==> src/hdl/shac_pkg.sv <==
// Shared types and constants for the stepper axis homing controller.
// No dependencies; every other file in hdl/ but shac_fifo and shac_chk imports this package.
`default_nettype none

package shac_pkg;

  // Item modes
  localparam logic [2:0] MODE_TICK      = 3'd0;
  localparam logic [2:0] MODE_HOME      = 3'd1;
  localparam logic [2:0] MODE_MOVE_DIST = 3'd2;
  localparam logic [2:0] MODE_MOVE_UP   = 3'd3;
  localparam logic [2:0] MODE_MOVE_DOWN = 3'd4;
  localparam logic [2:0] MODE_TORQUE    = 3'd5;

  // Configuration register indexes
  localparam int CFG_IDX_W = 3;
  localparam logic [CFG_IDX_W-1:0] CFG_STEPS_PER_MM = 3'd0;
  localparam logic [CFG_IDX_W-1:0] CFG_MAX_DIST     = 3'd1;
  localparam logic [CFG_IDX_W-1:0] CFG_SW_OFFSET    = 3'd2;
  localparam logic [CFG_IDX_W-1:0] CFG_SETTLE       = 3'd3;
  localparam int CFG_DATA_W = 24;

  // Register reset values
  localparam logic [15:0] RST_STEPS_PER_MM = 16'd1280;
  localparam logic [11:0] RST_MAX_DIST     = 12'd300;
  localparam logic [7:0]  RST_SW_OFFSET    = 8'd5;
  localparam logic [23:0] RST_SETTLE       = 24'd500;

  // Field widths
  localparam int STEPS_W  = 20;   // steps_left and reported position
  localparam int SETTLE_W = 24;
  localparam int OFFS_W   = 16;   // switch offset in steps

  // Defaults for top-level parameters
  localparam int POSITION_BITS_DEF = 20;
  localparam int QUEUE_DEPTH_DEF   = 4;

  // Classified item handed from the front to the back
  typedef struct packed {
    logic [2:0]         mode;
    logic [STEPS_W-1:0] mag;          // relative move magnitude in steps
    logic               neg;          // clockwise, nonzero move
    logic               torque_on;
    logic               limit_switch;
  } cmd_t;

  // Result item
  typedef struct packed {
    logic                      step_pulse;
    logic                      direction_cw;
    logic                      driver_enable;
    logic signed [STEPS_W-1:0] position_steps;
    logic                      busy_res;
    logic                      rejected;
    logic                      motion_done;
  } res_t;

endpackage

`default_nettype wire

==> src/hdl/shac_cfg.sv <==
// Configuration registers and the step counts derived from them.
// Depends on shac_pkg.
`default_nettype none

module shac_cfg #(
  parameter int POSITION_BITS = shac_pkg::POSITION_BITS_DEF
) (
  input  wire logic                                clk,
  input  wire logic                                rst_n,
  input  wire logic                                cfg_valid,
  output logic                                     cfg_ready,
  input  wire logic [shac_pkg::CFG_IDX_W-1:0]      cfg_index,
  input  wire logic [shac_pkg::CFG_DATA_W-1:0]     cfg_wdata,
  output logic [15:0]                              steps_per_mm_o,
  output logic [shac_pkg::SETTLE_W-1:0]            settle_ticks_o,
  output logic signed [POSITION_BITS-1:0]          max_steps_o,
  output logic [shac_pkg::OFFS_W-1:0]              offset_steps_o
);
  import shac_pkg::*;

  localparam int CW = ((POSITION_BITS > 21) ? POSITION_BITS : 21) + 1;

  logic [15:0]         spm_r;
  logic [11:0]         max_mm_r;
  logic [7:0]          offs_mm_r;
  logic [SETTLE_W-1:0] settle_r;

  logic signed [POSITION_BITS-1:0] max_steps_r, max_steps_nxt;
  logic [OFFS_W-1:0]               offs_steps_r, offs_steps_nxt;

  logic [27:0]   max_prod;
  logic [23:0]   offs_prod;
  logic [CW-1:0] max_ext;
  logic [CW-1:0] pos_lim;

  assign cfg_ready = 1'b1;

  // Write registers
  always_ff @(posedge clk) begin
    if (!rst_n) begin
      spm_r     <= RST_STEPS_PER_MM;
      max_mm_r  <= RST_MAX_DIST;
      offs_mm_r <= RST_SW_OFFSET;
      settle_r  <= RST_SETTLE;
    end else if (cfg_valid) begin
      case (cfg_index)
        CFG_STEPS_PER_MM: spm_r     <= cfg_wdata[15:0];
        CFG_MAX_DIST:     max_mm_r  <= cfg_wdata[11:0];
        CFG_SW_OFFSET:    offs_mm_r <= cfg_wdata[7:0];
        CFG_SETTLE:       settle_r  <= cfg_wdata[SETTLE_W-1:0];
        default: ;
      endcase
    end
  end

  // Convert millimetres to steps, clamp the travel bound to the position range
  always_comb begin
    max_prod       = 28'(max_mm_r) * 28'(spm_r);
    offs_prod      = 24'(offs_mm_r) * 24'(spm_r);
    max_ext        = CW'(max_prod[27:8]);
    pos_lim        = {{(CW-POSITION_BITS+1){1'b0}}, {(POSITION_BITS-1){1'b1}}};
    max_steps_nxt  = (max_ext > pos_lim) ? POSITION_BITS'(pos_lim)
                                         : POSITION_BITS'(max_ext);
    offs_steps_nxt = offs_prod[23:8];
  end

  always_ff @(posedge clk) begin
    max_steps_r  <= max_steps_nxt;
    offs_steps_r <= offs_steps_nxt;
  end

  assign steps_per_mm_o = spm_r;
  assign settle_ticks_o = settle_r;
  assign max_steps_o    = max_steps_r;
  assign offset_steps_o = offs_steps_r;

endmodule

`default_nettype wire

==> src/hdl/shac_fifo.sv <==
// Small first-in first-out queue of packed words.
// Depends on nothing but the caller's word width.
`default_nettype none

module shac_fifo #(
  parameter int W     = 8,
  parameter int DEPTH = 4
) (
  input  wire logic         clk,
  input  wire logic         rst_n,
  input  wire logic         push,
  input  wire logic [W-1:0] wdata,
  output logic              full,
  input  wire logic         pop,
  output logic [W-1:0]      rdata,
  output logic              empty
);
  localparam int AW = (DEPTH > 1) ? $clog2(DEPTH) : 1;
  localparam int CNTW = $clog2(DEPTH + 1);

  logic [W-1:0]    slot_r [DEPTH];
  logic [AW-1:0]   wr_ptr_r, rd_ptr_r;
  logic [CNTW-1:0] count_r;
  logic            do_push, do_pop;

  assign full    = (count_r == CNTW'(DEPTH));
  assign empty   = (count_r == '0);
  assign do_push = push & ~full;
  assign do_pop  = pop & ~empty;
  assign rdata   = slot_r[rd_ptr_r];

  // Store incoming word
  always_ff @(posedge clk) begin
    if (do_push) begin
      slot_r[wr_ptr_r] <= wdata;
    end
  end

  // Advance pointers and occupancy
  always_ff @(posedge clk) begin
    if (!rst_n) begin
      wr_ptr_r <= '0;
      rd_ptr_r <= '0;
      count_r  <= '0;
    end else begin
      if (do_push) begin
        wr_ptr_r <= (wr_ptr_r == AW'(DEPTH-1)) ? '0 : wr_ptr_r + 1'b1;
      end
      if (do_pop) begin
        rd_ptr_r <= (rd_ptr_r == AW'(DEPTH-1)) ? '0 : rd_ptr_r + 1'b1;
      end
      if (do_push && !do_pop) begin
        count_r <= count_r + 1'b1;
      end else if (do_pop && !do_push) begin
        count_r <= count_r - 1'b1;
      end
    end
  end

endmodule

`default_nettype wire

==> src/hdl/shac_front.sv <==
// Front stage: takes input items, converts a relative move to steps.
// Depends on shac_pkg; feeds the command queue.
`default_nettype none

module shac_front (
  input  wire logic               clk,
  input  wire logic               rst_n,
  input  wire logic               push,
  output logic                    full,
  input  wire logic [2:0]         mode,
  input  wire logic signed [12:0] distance_mm,
  input  wire logic               torque_on,
  input  wire logic               limit_switch,
  input  wire logic [15:0]        steps_per_mm,
  input  wire logic               q_full,
  output logic                    q_push,
  output shac_pkg::cmd_t          q_data
);
  import shac_pkg::*;

  logic               f_valid_r, f_valid_nxt;
  logic [2:0]         mode_r;
  logic signed [12:0] dist_r;
  logic               torque_r, sw_r;
  logic               accept;
  logic [12:0]        dist_mag;
  logic [28:0]        prod;

  assign full        = f_valid_r & q_full;
  assign accept      = push & ~full;
  assign q_push      = f_valid_r & ~q_full;
  assign f_valid_nxt = accept | (f_valid_r & q_full);

  always_ff @(posedge clk) begin
    if (!rst_n) begin
      f_valid_r <= 1'b0;
    end else begin
      f_valid_r <= f_valid_nxt;
    end
  end

  // Hold the accepted item
  always_ff @(posedge clk) begin
    if (accept) begin
      mode_r   <= mode;
      dist_r   <= distance_mm;
      torque_r <= torque_on;
      sw_r     <= limit_switch;
    end
  end

  // Scale the magnitude by Q8.8 steps per mm, keep the sign aside
  always_comb begin
    dist_mag            = dist_r[12] ? 13'(-dist_r) : 13'(dist_r);
    prod                = 29'(dist_mag) * 29'(steps_per_mm);
    q_data.mode         = mode_r;
    q_data.mag          = prod[27:8];
    q_data.neg          = dist_r[12] & (prod[27:8] != '0);
    q_data.torque_on    = torque_r;
    q_data.limit_switch = sw_r;
  end

endmodule

`default_nettype wire

==> src/hdl/shac_back.sv <==
// Back stage: axis state machine, one item per cycle while r_full is low.
// Depends on shac_pkg; reads the command queue, writes the result queue.
`default_nettype none

module shac_back #(
  parameter int POSITION_BITS = shac_pkg::POSITION_BITS_DEF
) (
  input  wire logic                               clk,
  input  wire logic                               rst_n,
  input  wire logic                               q_empty,
  input  wire shac_pkg::cmd_t                     cmd,
  output logic                                    q_pop,
  input  wire logic                               r_full,
  output logic                                    r_push,
  output shac_pkg::res_t                          res,
  input  wire logic [shac_pkg::SETTLE_W-1:0]      settle_ticks,
  input  wire logic signed [POSITION_BITS-1:0]    max_steps,
  input  wire logic [shac_pkg::OFFS_W-1:0]        offset_steps
);
  import shac_pkg::*;

  localparam logic [1:0] PH_IDLE   = 2'd0;
  localparam logic [1:0] PH_HOMING = 2'd1;
  localparam logic [1:0] PH_SETTLE = 2'd2;
  localparam logic [1:0] PH_MOVING = 2'd3;

  localparam int P  = POSITION_BITS;
  localparam int DW = ((P > 19) ? P : 19) + 2;

  logic [1:0]          phase_r, phase_nxt;
  logic                homed_r, homed_nxt;
  logic                dir_cw_r, dir_cw_nxt;
  logic signed [P-1:0] position_r, position_nxt;
  logic [STEPS_W-1:0]  steps_left_r, steps_left_nxt;
  logic [SETTLE_W-1:0] settle_r, settle_nxt;
  logic                enable_r, enable_nxt;

  logic                fire;
  logic                pulse, rej, done;
  logic signed [P-1:0] pos_max, pos_min, pos_step;
  logic signed [DW-1:0] base, delta;
  logic [DW-1:0]       rel_mag;
  logic [STEPS_W-1:0]  mv_mag;
  logic                mv_neg;
  logic signed [32:0]  pos_wide;

  assign fire   = ~q_empty & ~r_full;
  assign q_pop  = fire;
  assign r_push = fire;

  // One step in the current direction, held at the ends of the range
  always_comb begin
    pos_max = {1'b0, {(P-1){1'b1}}};
    pos_min = {1'b1, {(P-1){1'b0}}};
    if (dir_cw_r) begin
      pos_step = (position_r == pos_min) ? position_r : position_r - P'(1);
    end else begin
      pos_step = (position_r == pos_max) ? position_r : position_r + P'(1);
    end
  end

  // Move length and direction for a command
  always_comb begin
    base    = (cmd.mode == MODE_MOVE_UP) ? DW'(offset_steps) : DW'(max_steps);
    delta   = base - DW'(position_r);
    rel_mag = delta[DW-1] ? DW'(-delta) : DW'(delta);
    if (cmd.mode == MODE_MOVE_DIST) begin
      mv_mag = cmd.mag;
      mv_neg = cmd.neg;
    end else begin
      mv_mag = (|rel_mag[DW-1:STEPS_W]) ? {STEPS_W{1'b1}} : rel_mag[STEPS_W-1:0];
      mv_neg = delta[DW-1];
    end
  end

  // Next state for the item at the head of the queue
  always_comb begin
    phase_nxt      = phase_r;
    homed_nxt      = homed_r;
    dir_cw_nxt     = dir_cw_r;
    position_nxt   = position_r;
    steps_left_nxt = steps_left_r;
    settle_nxt     = settle_r;
    enable_nxt     = enable_r;
    pulse          = 1'b0;
    rej            = 1'b0;
    done           = 1'b0;
    if (fire) begin
      if (cmd.mode == MODE_TICK) begin
        case (phase_r)
          PH_HOMING: begin
            if (cmd.limit_switch) begin
              position_nxt = '0;
              enable_nxt   = 1'b0;
              settle_nxt   = settle_ticks;
              phase_nxt    = PH_SETTLE;
            end else begin
              pulse = 1'b1;
            end
          end
          PH_SETTLE: begin
            if (settle_r == '0) begin
              // back off from the switch
              dir_cw_nxt     = 1'b0;
              steps_left_nxt = STEPS_W'(offset_steps);
              if (offset_steps == '0) begin
                enable_nxt = 1'b0;
                phase_nxt  = PH_IDLE;
                done       = 1'b1;
              end else begin
                enable_nxt = 1'b1;
                phase_nxt  = PH_MOVING;
              end
            end else begin
              settle_nxt = settle_r - 1'b1;
            end
          end
          PH_MOVING: begin
            if (pos_step >= max_steps) begin
              position_nxt   = max_steps;
              enable_nxt     = 1'b0;
              phase_nxt      = PH_IDLE;
              steps_left_nxt = '0;
              done           = 1'b1;
            end else if (cmd.limit_switch && dir_cw_r) begin
              position_nxt   = '0;
              enable_nxt     = 1'b0;
              phase_nxt      = PH_IDLE;
              steps_left_nxt = '0;
              done           = 1'b1;
            end else begin
              position_nxt   = pos_step;
              pulse          = 1'b1;
              steps_left_nxt = steps_left_r - 1'b1;
              if (steps_left_r == STEPS_W'(1)) begin
                enable_nxt = 1'b0;
                phase_nxt  = PH_IDLE;
                done       = 1'b1;
              end
            end
          end
          default: ;
        endcase
      end else if (phase_r == PH_IDLE) begin
        case (cmd.mode)
          MODE_HOME: begin
            homed_nxt  = 1'b1;
            dir_cw_nxt = 1'b1;
            enable_nxt = 1'b1;
            phase_nxt  = PH_HOMING;
          end
          MODE_TORQUE: begin
            enable_nxt = cmd.torque_on;
          end
          MODE_MOVE_DIST, MODE_MOVE_UP, MODE_MOVE_DOWN: begin
            if (!homed_r) begin
              rej = 1'b1;
            end else begin
              dir_cw_nxt     = mv_neg;
              steps_left_nxt = mv_mag;
              if (mv_mag == '0) begin
                enable_nxt = 1'b0;
                phase_nxt  = PH_IDLE;
                done       = 1'b1;
              end else begin
                enable_nxt = 1'b1;
                phase_nxt  = PH_MOVING;
              end
            end
          end
          default: ;
        endcase
      end
    end
  end

  always_ff @(posedge clk) begin
    if (!rst_n) begin
      phase_r      <= PH_IDLE;
      homed_r      <= 1'b0;
      dir_cw_r     <= 1'b0;
      position_r   <= '0;
      steps_left_r <= '0;
      settle_r     <= '0;
      enable_r     <= 1'b0;
    end else begin
      phase_r      <= phase_nxt;
      homed_r      <= homed_nxt;
      dir_cw_r     <= dir_cw_nxt;
      position_r   <= position_nxt;
      steps_left_r <= steps_left_nxt;
      settle_r     <= settle_nxt;
      enable_r     <= enable_nxt;
    end
  end

  // Pack the result, position reported in 20 bits
  always_comb begin
    pos_wide           = 33'(position_nxt);
    res.step_pulse     = pulse;
    res.direction_cw   = dir_cw_nxt;
    res.driver_enable  = enable_nxt;
    res.position_steps = pos_wide[STEPS_W-1:0];
    res.busy_res       = (phase_nxt != PH_IDLE);
    res.rejected       = rej;
    res.motion_done    = done;
  end

endmodule

`default_nettype wire

==> src/hdl/stepper_axis_homing_controller.sv <==
// Top level of the stepper axis homing controller.
// Depends on shac_pkg, shac_cfg, shac_front, shac_fifo and shac_back.
//
// Usage:
//   Input channel (in_push / in_full) carries one item: a tick with the limit
//   switch level, or a command (home, relative move, move up, move down,
//   torque). Every item yields exactly one result item on the output channel
//   (out_empty / out_pop), in order.
//   Configuration port (cfg_valid / cfg_ready, always ready) writes the four
//   registers by index; write only while no item is in flight.
//   Path: an accepted item passes the front register, the command queue and
//   the result queue before its result shows on the output channel.
//   Throughput: one item per cycle while the result queue has room; the back
//   stage state machine finishes each item as it pops it, so only the result queue filling limits the rate.
//   Receiver stall: results wait in the result queue, then the command queue
//   fills and in_full rises; nothing is dropped.
//   Reset (rst_n low, synchronous): queues empty, axis idle, not homed,
//   position zero, driver off, registers back to their defaults.
`default_nettype none

module stepper_axis_homing_controller #(
  parameter int POSITION_BITS = shac_pkg::POSITION_BITS_DEF,
  parameter int QUEUE_DEPTH   = shac_pkg::QUEUE_DEPTH_DEF
) (
  input  wire logic                            clk,
  input  wire logic                            rst_n,
  // input channel
  input  wire logic                            in_push,
  output logic                                 in_full,
  input  wire logic [2:0]                      in_mode,
  input  wire logic signed [12:0]              in_distance_mm,
  input  wire logic                            in_torque_on,
  input  wire logic                            in_limit_switch,
  // result channel
  output logic                                 out_empty,
  input  wire logic                            out_pop,
  output logic                                 out_step_pulse,
  output logic                                 out_direction_cw,
  output logic                                 out_driver_enable,
  output logic signed [19:0]                   out_position_steps,
  output logic                                 out_busy_res,
  output logic                                 out_rejected,
  output logic                                 out_motion_done,
  // configuration
  input  wire logic                            cfg_valid,
  output logic                                 cfg_ready,
  input  wire logic [shac_pkg::CFG_IDX_W-1:0]  cfg_index,
  input  wire logic [shac_pkg::CFG_DATA_W-1:0] cfg_wdata
);
  import shac_pkg::*;

  logic [15:0]                     spm;
  logic [SETTLE_W-1:0]             settle_ticks;
  logic signed [POSITION_BITS-1:0] max_steps;
  logic [OFFS_W-1:0]               offset_steps;

  logic cq_push, cq_full, cq_pop, cq_empty;
  logic rq_push, rq_full;
  cmd_t cq_wdata, cq_rdata;
  res_t rq_wdata, rq_rdata;

  shac_cfg #(
    .POSITION_BITS(POSITION_BITS)
  ) u_cfg (
    .clk           (clk),
    .rst_n         (rst_n),
    .cfg_valid     (cfg_valid),
    .cfg_ready     (cfg_ready),
    .cfg_index     (cfg_index),
    .cfg_wdata     (cfg_wdata),
    .steps_per_mm_o(spm),
    .settle_ticks_o(settle_ticks),
    .max_steps_o   (max_steps),
    .offset_steps_o(offset_steps)
  );

  shac_front u_front (
    .clk         (clk),
    .rst_n       (rst_n),
    .push        (in_push),
    .full        (in_full),
    .mode        (in_mode),
    .distance_mm (in_distance_mm),
    .torque_on   (in_torque_on),
    .limit_switch(in_limit_switch),
    .steps_per_mm(spm),
    .q_full      (cq_full),
    .q_push      (cq_push),
    .q_data      (cq_wdata)
  );

  shac_fifo #(
    .W    ($bits(cmd_t)),
    .DEPTH(QUEUE_DEPTH)
  ) u_cmd_q (
    .clk  (clk),
    .rst_n(rst_n),
    .push (cq_push),
    .wdata(cq_wdata),
    .full (cq_full),
    .pop  (cq_pop),
    .rdata(cq_rdata),
    .empty(cq_empty)
  );

  shac_back #(
    .POSITION_BITS(POSITION_BITS)
  ) u_back (
    .clk         (clk),
    .rst_n       (rst_n),
    .q_empty     (cq_empty),
    .cmd         (cq_rdata),
    .q_pop       (cq_pop),
    .r_full      (rq_full),
    .r_push      (rq_push),
    .res         (rq_wdata),
    .settle_ticks(settle_ticks),
    .max_steps   (max_steps),
    .offset_steps(offset_steps)
  );

  shac_fifo #(
    .W    ($bits(res_t)),
    .DEPTH(QUEUE_DEPTH)
  ) u_res_q (
    .clk  (clk),
    .rst_n(rst_n),
    .push (rq_push),
    .wdata(rq_wdata),
    .full (rq_full),
    .pop  (out_pop),
    .rdata(rq_rdata),
    .empty(out_empty)
  );

  // Drive the result ports from the queue head
  assign out_step_pulse     = rq_rdata.step_pulse;
  assign out_direction_cw   = rq_rdata.direction_cw;
  assign out_driver_enable  = rq_rdata.driver_enable;
  assign out_position_steps = rq_rdata.position_steps;
  assign out_busy_res       = rq_rdata.busy_res;
  assign out_rejected       = rq_rdata.rejected;
  assign out_motion_done    = rq_rdata.motion_done;

endmodule

`default_nettype wire

==> config.mk <==
export PLATFORM = sky130hd
export DESIGN_NAME = stepper_axis_homing_controller
export DESIGN_NICKNAME = d
export VERILOG_FILES = /design/src/hdl/shac_pkg.sv /design/src/hdl/shac_cfg.sv /design/src/hdl/shac_fifo.sv /design/src/hdl/shac_front.sv /design/src/hdl/shac_back.sv /design/src/hdl/stepper_axis_homing_controller.sv
export SDC_FILE = /design/constraint.sdc
export NUM_CORES = 2
export LEC_CHECK = 0
export BUFFER_PORTS_ARGS = -buffer_cell sky130_fd_sc_hd__buf_2
export CORE_MARGIN = 2
export CORE_UTILIZATION = 48
export CTS_CLUSTER_DIAMETER = 120
export CTS_CLUSTER_SIZE = 40
export DETAILED_ROUTE_END_ITERATION = 8
export PLACE_DENSITY = 0.7
export SETUP_SLACK_MARGIN = 0.4
export SLEW_MARGIN = 20
export SYNTH_ARGS = -nofsm -noshare
export SYNTH_HDL_FRONTEND = slang
export SYNTH_HIERARCHICAL = 1
export SYNTH_SLANG_ARGS = --single-unit
==> constraint.sdc <==
create_clock -name clk -period 10.16 [get_ports clk]
set_clock_uncertainty 0.05 [all_clocks]
set_input_delay 0.508 -clock clk [delete_from_list [all_inputs] [get_ports clk]]
set_output_delay 0.508 -clock clk [all_outputs]
set_load 0.02 [all_outputs]
[After elaboration in Yosys (flattened, before gate mapping)]
Memory sizes are Yosys's and may differ from the RTL's. A register that Yosys moved wholly into a read port is not among the register bits.
Index checks and enable logic that the tools add are counted.
W data, S select, Z words.
Word-level totals
  input bits: 50
  bits in writable memories: 208
  flip-flop bits (word level): 198
  memories: 2
  word-level logic and storage cells: 218
Memory list
  u_cmd_q.slot_r: words 4, width 26, rd ports 1, clocked after Yosys merged registers in 1, write ports 1, line shac_fifo.sv:21  | logic [W-1:0] slot_r [DEPTH];
  u_res_q.slot_r: words 4, width 26, rd ports 1, clocked after Yosys merged registers in 1, write ports 1, line shac_fifo.sv:21
Cells by class
  reduce and logical (&&, ||, !) cells: 34
  eq/ne operators: 24
  bitwise gates (word level): 16
  multiply operators: 3
  $add $sub $neg: 15
  multiplexer cells: 98
  order comparisons: 2
Operator list (number)
  $mux W20: 17
  $pmux W20 S2: 2
  $mux W24: 2
  $pmux W24 S2: 1
  $mux W22: 2
  $mux W1: 43
  $eq A20 B20 Y1 const B: 2
  $mux W2: 19
  $mul A12 B16 Y28: 1
  $mul A13 B16 Y28: 1
  $logic_not A24 Y1: 1
  $mul A8 B16 Y24: 1
  $sub A24 B1 Y24 const B: 1
  $neg A22 Y22: 1
  $sub A22 B20 Y22: 1
  $add A20 B2 Y20 const B: 1
  $eq A20 B1 Y1 const B: 1
  $ge A20 B20 Y1: 1
  $gt A20 B19 Y1 const B: 1
  $logic_not A20 Y1: 1
  $reduce_bool A20 Y1: 1
  $sub A20 B1 Y20 const B: 1
  $sub A20 B2 Y20 const B: 1
  $logic_not A16 Y1: 1
  32 further kinds: 88

[Logic depth before layout (Yosys ltp)]
  depth in word-level cells: 16
  gate-level depth with buffers: 27
  mapped depth without buffers: 26

[Hierarchy]
The synthesis kept the hierarchy.
By module, submodules not included
  shac_cfg: seq. area each 1921.8 um^2, area each 12841.1 um^2, times used 1, cells an instance 1492
  shac_back: seq. area each 1381.3 um^2, area each 8579.5 um^2, times used 1, cells an instance 1253
  shac_fifo: seq. area each 3303.2 um^2, area each 4277.9 um^2, times used 2, cells an instance 187
  shac_front: seq. area each 560.5 um^2, area each 7448.4 um^2, times used 1, cells an instance 840

[Worst setup path after synthesis]
Ideal clock, no wire load.
  path type: reg2reg
  start: reg u_front.dist_r[0]
  end: mem u_cmd_q/slot_r[0][2] (netlist name), data pin
  clock period less this slack: 7522 ps
  stages on the path, launching flop included: 26
  slack: 2638 ps
  data required time: 9813 ps
  path buffers: 1
  arrival time: 7175 ps
  cell sequence: edfxtp_1 -> inv_1 -> ha_1 -> or3b_4 -> or4_4 -> o21ai_0 -> xnor2_1 -> clkbuf_1 -> nand2_1 -> fa_1 -> inv_1 -> fa_1 -> fa_1 -> fa_1 -> inv_1 -> fa_1 -> inv_1 -> ha_1 -> a211oi_1 -> o21ai_1 -> a221oi_4 -> a211oi_4 -> o2111a_1 -> a2111o_1 -> nor4_1 -> a41oi_1
RTL lines
  from (decl): line shac_front.sv:23  | logic signed [12:0] dist_r;
  from (signal assigned): line shac_front.sv:46  | dist_r <= distance_mm;
  to (decl): line shac_fifo.sv:21

==> impl_metrics.json <==
{
  "peakVddDrop_mv": 0.1282,
  "p_leak_nw": 16.96,
  "critical_path_class": "flip-flop to flip-flop",
  "outcome": "completed",
  "first_pass_iters": 6,
  "final_nets": 4566,
  "min_path_cells": 1,
  "switching_share_pct": 43.21,
  "antenna_left": 0,
  "io_buffer_count": 77,
  "switchingPower_mw": 2.727,
  "core-area_um2": 77340,
  "dieArea_um2": 80220,
  "whs_ns": 0.03324,
  "grt_pass1_vias": 27730,
  "grt_antenna_before_repair": 3,
  "dp.cells": 4925,
  "yosysWarnings": 6,
  "drc": 0,
  "worst_pin_slew_ns": 1.092,
  "fin_crit_sh_pct": 82.17,
  "io_pins": 79,
  "synth.avg_cell_area_um2": 9.453,
  "cts_buffers": 18,
  "final_cell_mix": "634 x nand2_1, 527 x inv_1, 377 x fa_1",
  "via_per_inst": 5.619,
  "clockRootBuffer": "clkbuf_16",
  "layout_commonest_cell": "nand2_1",
  "synth_top_area_cell": "fa_1",
  "cp_slowest_cell": "o31ai_1",
  "synthCells": 3959,
  "diodes": 0,
  "r2r_slack_ns": 1.81,
  "ys_ff_latch": 410,
  "hold_violations": 0,
  "grt.total_usage_pct": 22.98,
  "max_stage_delay_ns": 0.68,
  "cts.sinks": 410,
  "synth_area_um2": 37420,
  "num_rows": 102,
  "rr_worst_depth": 26,
  "synth_flop_cell": "edfxtp_1",
  "fmax_mhz": 119.8,
  "stdcell_count": 4961,
  "p_per_area_nw_per_um2": 160.3,
  "synth_area_leaders": "fa_1 20%, edfxtp_1 18%, dfxtp_1 9.8%, ha_1 7.7%, nand2_1 6.4%",
  "cts_tree": "built",
  "internal-power_mw": 3.584,
  "place.gp.congestion": 0.9568,
  "crit_path_end_kind": "flip-flop",
  "finalSetupViolations": 0,
  "die_h_um": 283.2,
  "drtIter0Drc": 2248,
  "cpMostUsedCell": "inv_1",
  "pwr-share-comb_pct": 49.6,
  "synth_fp_nets": 4616,
  "area_delta_synth_final_pct": 5.169,
  "grt_max_degree": 100,
  "fill_cells": 7162,
  "critPathArrivalTime_ns": 8.57,
  "clkPwrFrac_pct": 15.6,
  "worst-path-max-fanout": 17,
  "cp.required_ns": 10.38,
  "hp-class": "input port to flip-flop",
  "ys_seq_area_share_pct": 27.98,
  "htree_levels": 1,
  "detail_route.wirelength_um": 92350,
  "die_w_um": 283.2,
  "layout-drive-gt1-share_pct": 7.600,
  "overflow": 0,
  "layout_min_cycle_time_ns": 8.349,
  "cap_violations": 0,
  "async_flop_share_pct": 0,
  "clockBufferDepth": 3,
  "wl_per_cell_um": 18.62,
  "synth_edf_count": 226,
  "seqPwrFrac_pct": 34.8,
  "yosysUniqueCellTypes": 116,
  "grt_pass1_wl_um": 150400,
  "rsz0062_at_grt": "false",
  "relSlewSlack_pct": 26.99,
  "start_util_pct": 48.39,
  "clk_pin_slew_ns": 0.13,
  "cts_setup_buffers": 0,
  "maxSlewViolCount": 0,
  "clock_latency_ns": 0.61,
  "dp_hpwl_um": 69940,
  "yosys.area.top_type_share_pct": 20.17,
  "critPathLaunchType": "flip-flop",
  "tns_ns": 0,
  "dr_total_vias": 27880
}
-- metal layers --
metal  routed length [um]  track usage (%)
met1                41450            32.59
met2                41640            36.53
met3                 6519            3.712
met4                 2720            6.442
met5                   23                0
-- synth_stat cells, types with 22 or more instances --
| library cell | count |
|---|---|
| nor3_1 | 58 |
| ha_1 | 230 |
| dfxtp_1 | 184 |
| nor4_1 | 25 |
| o21a_1 | 22 |
| o21ai_0 | 136 |
| a211oi_1 | 24 |
| nand2_1 | 634 |
| inv_1 | 527 |
| mux4_2 | 40 |
| xor2_1 | 38 |
| or3_1 | 37 |
| nand4_1 | 32 |
| a21o_1 | 31 |
| nor2_1 | 127 |
| clkbuf_1 | 170 |
| a21oi_1 | 160 |
| nand3_1 | 75 |
| edfxtp_1 | 226 |
| fa_1 | 377 |
| o31ai_1 | 25 |
| a21boi_0 | 56 |
| and2_1 | 237 |
| xnor2_1 | 71 |
-- final timing paths --
kind                                              start                                    end
setup / recovery            u_front/dist_r[0]$_DFFE_PP_         u_cmd_q/slot_r[3][2]$_DFFE_PP_
hold / removal                             in_torque_on             u_front/torque_r$_DFFE_PP_
setup reg to reg            u_front/dist_r[0]$_DFFE_PP_         u_cmd_q/slot_r[3][2]$_DFFE_PP_
hold reg to reg   u_cfg/settle_ticks_o[21]$_SDFFE_PN0P_  u_cfg/settle_ticks_o[21]$_SDFFE_PN0P_
-- logic make-up (layout without fill, tap and decap cells) --
kind of cell | after synthesis | in the layout | synth area share [%]
AND/OR/NAND/NOR | 1363 | 1363 | 17.76
buffers and inverters | 733 | 695 | 7.770
AO/OA/AOI/OAI | 651 | 651 | 11.83
adder cells (fa/ha/maj) | 607 | 607 | 27.86
flip-flops | 410 | 410 | 27.98
XOR/XNOR | 111 | 111 | 2.685
multiplexers | 82 | 82 | 4.105
other | 2 | 2 | 0.02007
-- per-stage QoR --
step                power, mW  setup WS, ns  instance area, um2  utilization (%)
floorplan               4.484         2.638               37420                -
global placement        5.292         1.894               38620            49.93
detailed placement      5.318         1.890               38620            49.94
CTS                     6.315         1.880               39360            50.89
global route            6.740         1.302               39360            50.89
finish                  6.311         1.811               39360            50.89
-- final cells by class --
| type | count | area (um2) | area share [%] |
|---|---|---|---|
| Clock buffer | 23 | 469.2 | 1.192 |
| Clock inverter | 9 | 225.2 | 0.5722 |
| Inverter | 527 | 1978 | 5.026 |
| Multi-Input combinational cell | 2816 | 24070 | 61.16 |
| Sequential cell | 410 | 10470 | 26.61 |
| Tap cell | 1040 | 1301 | 3.306 |
| Timing Repair Buffer | 136 | 840.8 | 2.136 |
-- registers in the layout (all words and copies together), names as in the netlist, 3 cells and up, named ones only --
register and count:
u_cfg/max_steps_o 20, u_cfg/steps_per_mm_o 16, u_cmd_q/count_r 3, u_cfg/offs_mm_r 8, u_cmd_q/slot_r 104, u_back/position_r 20, u_res_q/slot_r 104, u_cfg/offset_steps_o 16
u_front/dist_r 13, u_back/settle_r 24, u_res_q/count_r 3, u_cfg/settle_ticks_o 24, u_back/steps_left_r 20, u_front/mode_r 3, u_cfg/max_mm_r 12
-- timing repair --
action	CTS	global route
hold buffers	4	0
endpoints found under the hold margin	4	0
gates resized for setup	0	0
-- worst max-delay path, delay by kind of cell (launching register included) --
family / cells / cell delay [ns]
XOR/XNOR: 1 / 0.37
adder cells (fa/ha/maj): 7 / 2.95
AND/OR/NAND/NOR: 5 / 1.42
flip-flops: 1 / 0.63
buffers and inverters: 6 / 0.40
AO/OA/AOI/OAI: 7 / 2.23
-- power by group through the flow --
stage	Clock (mW)	Sequential [mW]	Combinational, mW
3_3_place_gp	0	2.23	3.06
4_1_cts	1.02	2.20	3.10
2_1_floorplan	0	2.15	2.34
3_5_place_dp	0	2.24	3.08
5_1_grt	1.07	2.23	3.44
6_report	0.983	2.20	3.13
(Power assumes the default switching activity.)
